[src/sv/bbst_pkg.sv]
// Package for the bracket balance segment tree unit.
// Holds the item types, command codes and controller/datapath interface structs.
// No dependencies.
package bbst_pkg;

    localparam int POS_W   = 11;
    localparam int COUNT_W = 11;

    localparam logic CMD_SET    = 1'b0;
    localparam logic CMD_FLIP   = 1'b1;
    localparam logic KIND_OPEN  = 1'b0;
    localparam logic KIND_CLOSE = 1'b1;

    typedef struct packed {
        logic             cmd;
        logic [POS_W-1:0] position;
        logic             bracket_kind;
    } in_item_t;

    typedef struct packed {
        logic               balanced;
        logic [COUNT_W-1:0] unmatched_open;
        logic [COUNT_W-1:0] unmatched_close;
    } out_item_t;

    typedef struct packed {
        logic accept;
        logic clear_wr;
        logic leaf_rd;
        logic leaf_wr;
        logic sib_rd;
        logic merge_wr;
        logic load_result;
    } dp_cmd_t;

    typedef struct packed {
        logic clear_last;
        logic pos_ok;
        logic at_top;
    } dp_status_t;

endpackage

[src/sv/bbst_ctrl.sv]
// Controller for the bracket balance segment tree unit.
// Sequences the clearing pass, the leaf update and the level walk to the root.
// Depends on bbst_pkg.
module bbst_ctrl (
    input  logic                clk,
    input  logic                rst_n,
    input  logic                in_valid,
    output logic                in_ready,
    output logic                out_valid,
    input  logic                out_ready,
    input  bbst_pkg::dp_status_t status,
    output bbst_pkg::dp_cmd_t    cmd
);
    import bbst_pkg::*;

    localparam logic [2:0] S_CLEAR   = 3'd0;
    localparam logic [2:0] S_IDLE    = 3'd1;
    localparam logic [2:0] S_LEAF_RD = 3'd2;
    localparam logic [2:0] S_LEAF_WR = 3'd3;
    localparam logic [2:0] S_SIB_RD  = 3'd4;
    localparam logic [2:0] S_MERGE   = 3'd5;
    localparam logic [2:0] S_DONE    = 3'd6;

    logic [2:0] state_reg;
    logic [2:0] state_next;
    logic       out_valid_reg;
    logic       out_valid_next;
    logic       out_free;

    assign in_ready  = (state_reg == S_IDLE);
    assign out_valid = out_valid_reg;
    assign out_free  = !out_valid_reg || out_ready;

    always_comb
    begin
        cmd            = '0;
        state_next     = state_reg;
        out_valid_next = out_valid_reg && !out_ready;
        case (state_reg)
            S_CLEAR:
            begin
                cmd.clear_wr = 1'b1;
                if (status.clear_last)
                begin
                    state_next = S_IDLE;
                end
            end
            S_IDLE:
            begin
                if (in_valid)
                begin
                    cmd.accept = 1'b1;
                    state_next = status.pos_ok ? S_LEAF_RD : S_DONE;
                end
            end
            S_LEAF_RD:
            begin
                cmd.leaf_rd = 1'b1;
                state_next  = S_LEAF_WR;
            end
            S_LEAF_WR:
            begin
                cmd.leaf_wr = 1'b1;
                state_next  = S_SIB_RD;
            end
            S_SIB_RD:
            begin
                cmd.sib_rd = 1'b1;
                state_next = S_MERGE;
            end
            S_MERGE:
            begin
                cmd.merge_wr = 1'b1;
                state_next   = status.at_top ? S_DONE : S_SIB_RD;
            end
            S_DONE:
            begin
                if (out_free)
                begin
                    cmd.load_result = 1'b1;
                    out_valid_next  = 1'b1;
                    state_next      = S_IDLE;
                end
            end
            default:
            begin
                state_next = S_CLEAR;
            end
        endcase
    end

    always_ff @(posedge clk or negedge rst_n)
    begin
        if (!rst_n)
        begin
            state_reg     <= S_CLEAR;
            out_valid_reg <= 1'b0;
        end
        else
        begin
            state_reg     <= state_next;
            out_valid_reg <= out_valid_next;
        end
    end

endmodule

[config.mk]
export PLATFORM = sky130hd
export DESIGN_NAME = bbst_ctrl
export DESIGN_NICKNAME = d
export VERILOG_FILES = /design/src/sv/bbst_pkg.sv /design/src/sv/bbst_ctrl.sv
export SDC_FILE = /design/constraint.sdc
export NUM_CORES = 1
export LEC_CHECK = 0
export ABC_AREA = 1
export BUFFER_PORTS_ARGS = -buffer_cell sky130_fd_sc_hd__buf_4
export CAP_MARGIN = 40
export CORE_AREA = 2 2 39 41
export CTS_CLUSTER_SIZE = 20
export DETAILED_ROUTE_END_ITERATION = 8
export DIE_AREA = 0 0 41 43
export GPL_TIMING_DRIVEN = 0
export HOLD_SLACK_MARGIN = 0.05
export SYNTH_ARGS = -nofsm -noshare
export SYNTH_HDL_FRONTEND = slang
export SYNTH_SLANG_ARGS = --single-unit
[constraint.sdc]
create_clock -name clk -period 1.1 [get_ports clk]
set_input_delay 0.22 -clock clk [delete_from_list [all_inputs] [get_ports clk]]
set_output_delay 0.22 -clock clk [all_outputs]
set_load 0.02 [all_outputs]
==> qor_table.md <==
| Step | Result | This run |
|:---|:---|:---|
| setup path | Data required time at the worst endpoint | 0.88 ns |
| routing | Total number of vias | 360 |
| global route | Maximum number of pins on one net before global-route repair | 7 |
| global route | Total routing usage reported by global routing | 9.87% |
| power | P_leak | 0.327 nW |
| logic synthesis | Post-synth design cell area | 274 um^2 |
| sta | Least-Margin Pin Slew | 0.283 ns |
| sta | Setup clock skew after layout | 0.00302 ns |
| routing | Detailed Route Iter0 Violations | 2 |
| power | Clock network power share | 9.9% |
| global route | Number of global-route vias before repair | 335 |
| sta | Part of the cycle the worst path needs | 123% |
| power | Worst vdd rail ir drop | 1310 uV |
| die | Rows | 14 |
| logic synthesis | Seq/Total Area, Yosys | 36.5% |
| sta | Tmin final | 1.35 ns |
| sta | Final WS setup | -0.253 ns |
| logic synthesis | Number of warnings issued by yosys | 0 |
| sta | Final count of negative-setup-slack endpoints | 11 |
| routing | Router iterations before antenna repair | 2 |
| cts | H-Tree Level Count | 1 |
| cts | Clock tree from TritonCTS | done |
| setup path | Sequence of cells on the critical path | nor2_2, inv_1, nor2_2, buf_6 |
| die | Horizontal extent of the die | 41 um |
| routing | DRC Markers | 0 |
| placement | Sum of net half-perimeters after detailed placement | 502 um |
| power | Combinational fraction of design power | 71.2% |
| power | Switching part of the total power | 46.4% |
| sta | Maximum clock frequency | 739 MHz |
| sta | Max-slew violations | 0 |
| die | Die extent in y | 43 um |
| setup path | Worst Path Arrival | 1.13 ns |
| routing | Post-route antenna net violation count | 0 |
| placement | Port Buffers | 15 |
| setup path | Cell class contributing the biggest share of worst-path delay | flip-flops |
| logic synthesis | Cell types occupying the most area after synthesis | dfrtp_1 (37%), nand2_1 (16%), nor2_1 (11%) |
| logic synthesis | Cell taking the most area after synthesis | dfrtp_1 |
| layout | Filler cell count | 153 |
| cts | Insertion delay of the later-clocked pin in the worst-skew pair | 0.23 ns |
| cts | Post-CTS clock slew at the launch and capture registers of the worst setup and hold paths | 0.04 ns |
| cts | Buffer levels on the longest clock path | 2 |
| logic synthesis | Library cells used by synthesis | 12 |
| global route | First-pass GRT wire length | 1.19 mm |
| die | Die Area | 0.00176 mm^2 |
| cts | Number of clock sinks seen by CTS | 4 |
| layout | Layout cells sized above 1 | 68.5% |
| global route | Initial antenna violation count | 0 |
| routing | Average via count per standard cell | 4.04 |
| sta | Worst hold margin | 0.177 ns |
| setup path | Startpoint type of the worst setup path | flip-flop |
| power | Switching Power | 832 uW |
| layout | Layout area overhead | 123% |
| power | Share of power burned in registers | 18.9% |
| power | Power per standard cell area | 2930 mW/mm^2 |
| setup path | WS Path Type | reg -> out |
| cts | CTS buffer count | 3 |
| layout | Final nets | 82 |
| run status | Violated checks | setup timing |
| cts | Root buffer selected by CTS | clkbuf_4 |
| setup path | Slowest stage cell on the critical path | dfrtp_2 |
| worst hold path | Worst min-delay path category | in -> reg |
| logic synthesis | Proportion of netlist area held by the largest area contributor | 36.5% |
| setup path | Sort of element at the end of the critical path | output pin |
| logic synthesis | Number of cells produced by synthesis | 44 |
| setup path | Maximum cell stage delay along the critical path | 0.46 ns |
| layout | Antenna Diode Count | 0 |
| sta | RSZ-0062 raised after global routing | true |
| setup path | Count of buffer and inverter cells on the critical path | 2 |
| power | Total power after layout | 1.79 mW |
| logic synthesis | Register bit count reported by yosys | 4 |
| routing | Routed WL per cell | 9.48 um |
| power | Internal power of the cells | 963 uW |
| layout | Area of combinational cells with multiple inputs | 210 um^2 |
| sta | Slew Limit Headroom | 81.0% |
| logic synthesis | Mean instance size in the synthesized netlist | 6.23 um^2 |
| setup path | Cell with the most instances on the worst path | nor2_2 |
| setup path | Largest driver fanout on the critical path | 4 |
| die | IO Pins | 16 |
| logic synthesis | Net count after synthesis | 51 |
| sta | Number of failing hold endpoints at the final stage | 0 |
| layout | Max reg flops | 3 |
| die | CORE AREA | 0.00138 mm^2 |
| run status | Outcome | finished with violations |
| global route | Gr ovfl total | 0 |
| setup path | Reg2Reg Setup Slack | -0.07 ns |
| routing | Routed WL | 844 um |
| layout | Area taken by flip-flops and latches | 103 um^2 |
| job | Total of max-cap violations | 0 |
| placement | Final RePlAce weighted congestion | 0.660 |
| die | Initial core utilization | 19.8% |
-- cells in the mapped netlist, drive strengths merged --
master,instances
a21oi,1
nor3,1
o21ai,2
inv,8
nand2,14
nor2,12
dfrtp,4
nand3,1
o22ai,1
-- cell type report --
| cell class | count | share of cell area, % |
|---|---|---|
| Timing Repair Buffer | 26 | 36.6 |
| Clock buffer | 3 | 3.68 |
| Multi-Input combinational cell | 32 | 34.4 |
| Sequential cell | 4 | 16.8 |
| Tap cell | 16 | 3.27 |
| Inverter | 8 | 5.32 |
-- per-layer routing --
| layer | wire length, um | GRT usage (%) |
|---|---|---|
| met5 | 0 | 0 |
| met4 | 0 | 6.00 |
| met3 | 40 | 1.57 |
| met2 | 512 | 16.3 |
| met1 | 291 | 11.0 |
-- layout by cell type, fill, tap and decap left out --
| cell | Yosys | final |
|---|---|---|
| a21oi_1 | 1 | 1 |
| nor3_2 | 0 | 1 |
| dfrtp_1 | 4 | 2 |
| nand2_2 | 2 | 3 |
| buf_4 | 0 | 18 |
| clkbuf_4 | 0 | 3 |
| nand3_1 | 1 | 1 |
| inv_1 | 7 | 5 |
| nor2_1 | 8 | 2 |
| nor2_4 | 0 | 3 |
| nand2_1 | 12 | 9 |
| o21ai_0 | 2 | 2 |
| nand2_4 | 0 | 2 |
| buf_6 | 0 | 7 |
| o22ai_4 | 0 | 1 |
| dlygate4sd3_1 | 0 | 1 |
| dfrtp_2 | 0 | 2 |
| nor2_2 | 4 | 7 |
| inv_2 | 1 | 2 |
| inv_4 | 0 | 1 |
-- logic make-up (layout without fill, tap and decap cells) --
family | Yosys count | after routing | synth area share, %
and+or+nand+nor | 28 | 28 | 44.7
buffers and inverters | 8 | 37 | 11.0
AOI/OAI and AO/OA | 4 | 4 | 7.76
DFF | 4 | 4 | 36.5
-- per-stage QoR --
step | TNS, ns | util, % | area [um^2] | std cells | worst slack [ns]
floorplan | -0.0751 | - | 287 | 44 | -0.0376
global placement | -0.167 | 30.3 | 419 | 75 | -0.0527
detailed placement | -0.198 | 30.3 | 419 | 75 | -0.0560
CTS | -2.00 | 37.5 | 519 | 84 | -0.254
global route | -2.74 | 44.2 | 612 | 89 | -0.316
finish | -2.05 | 44.2 | 612 | 89 | -0.253
-- final timing paths --
path | startpoint | endpoint | cells past startpoint
hold / removal | out_ready | out_valid | 2
setup reg to reg | state_reg[2] | state_reg[2] | 8
min in group asynchronous | rst_n | out_valid | 2
setup / recovery | state_reg[0] | cmd[0] | 4
max in group asynchronous | rst_n | state_reg[0] | 2
hold reg to reg | out_valid | out_valid | 2
-- power groups by stage --
| stage | logic [mW] | registers (mW) | clock network (mW) |
|---|---|---|---|
| 2_1_floorplan | 0.536 | 0.300 | 0 |
| 3_3_place_gp | 0.806 | 0.298 | 0 |
| 3_5_place_dp | 0.811 | 0.300 | 0 |
| 4_1_cts | 1.02 | 0.303 | 0.190 |
| 5_1_grt | 1.39 | 0.349 | 0.188 |
| 6_report | 1.28 | 0.339 | 0.178 |
-- what timing repair did --
action                                 CTS  global route
hold buffers                             1             0
setup endpoints to repair                8            11
pin swaps                                1             4
endpoints found under the hold margin    4             0
gates resized for setup                  9            16
setup buffers                            5             5
Note: power is estimated with default switching activity, not from simulation.
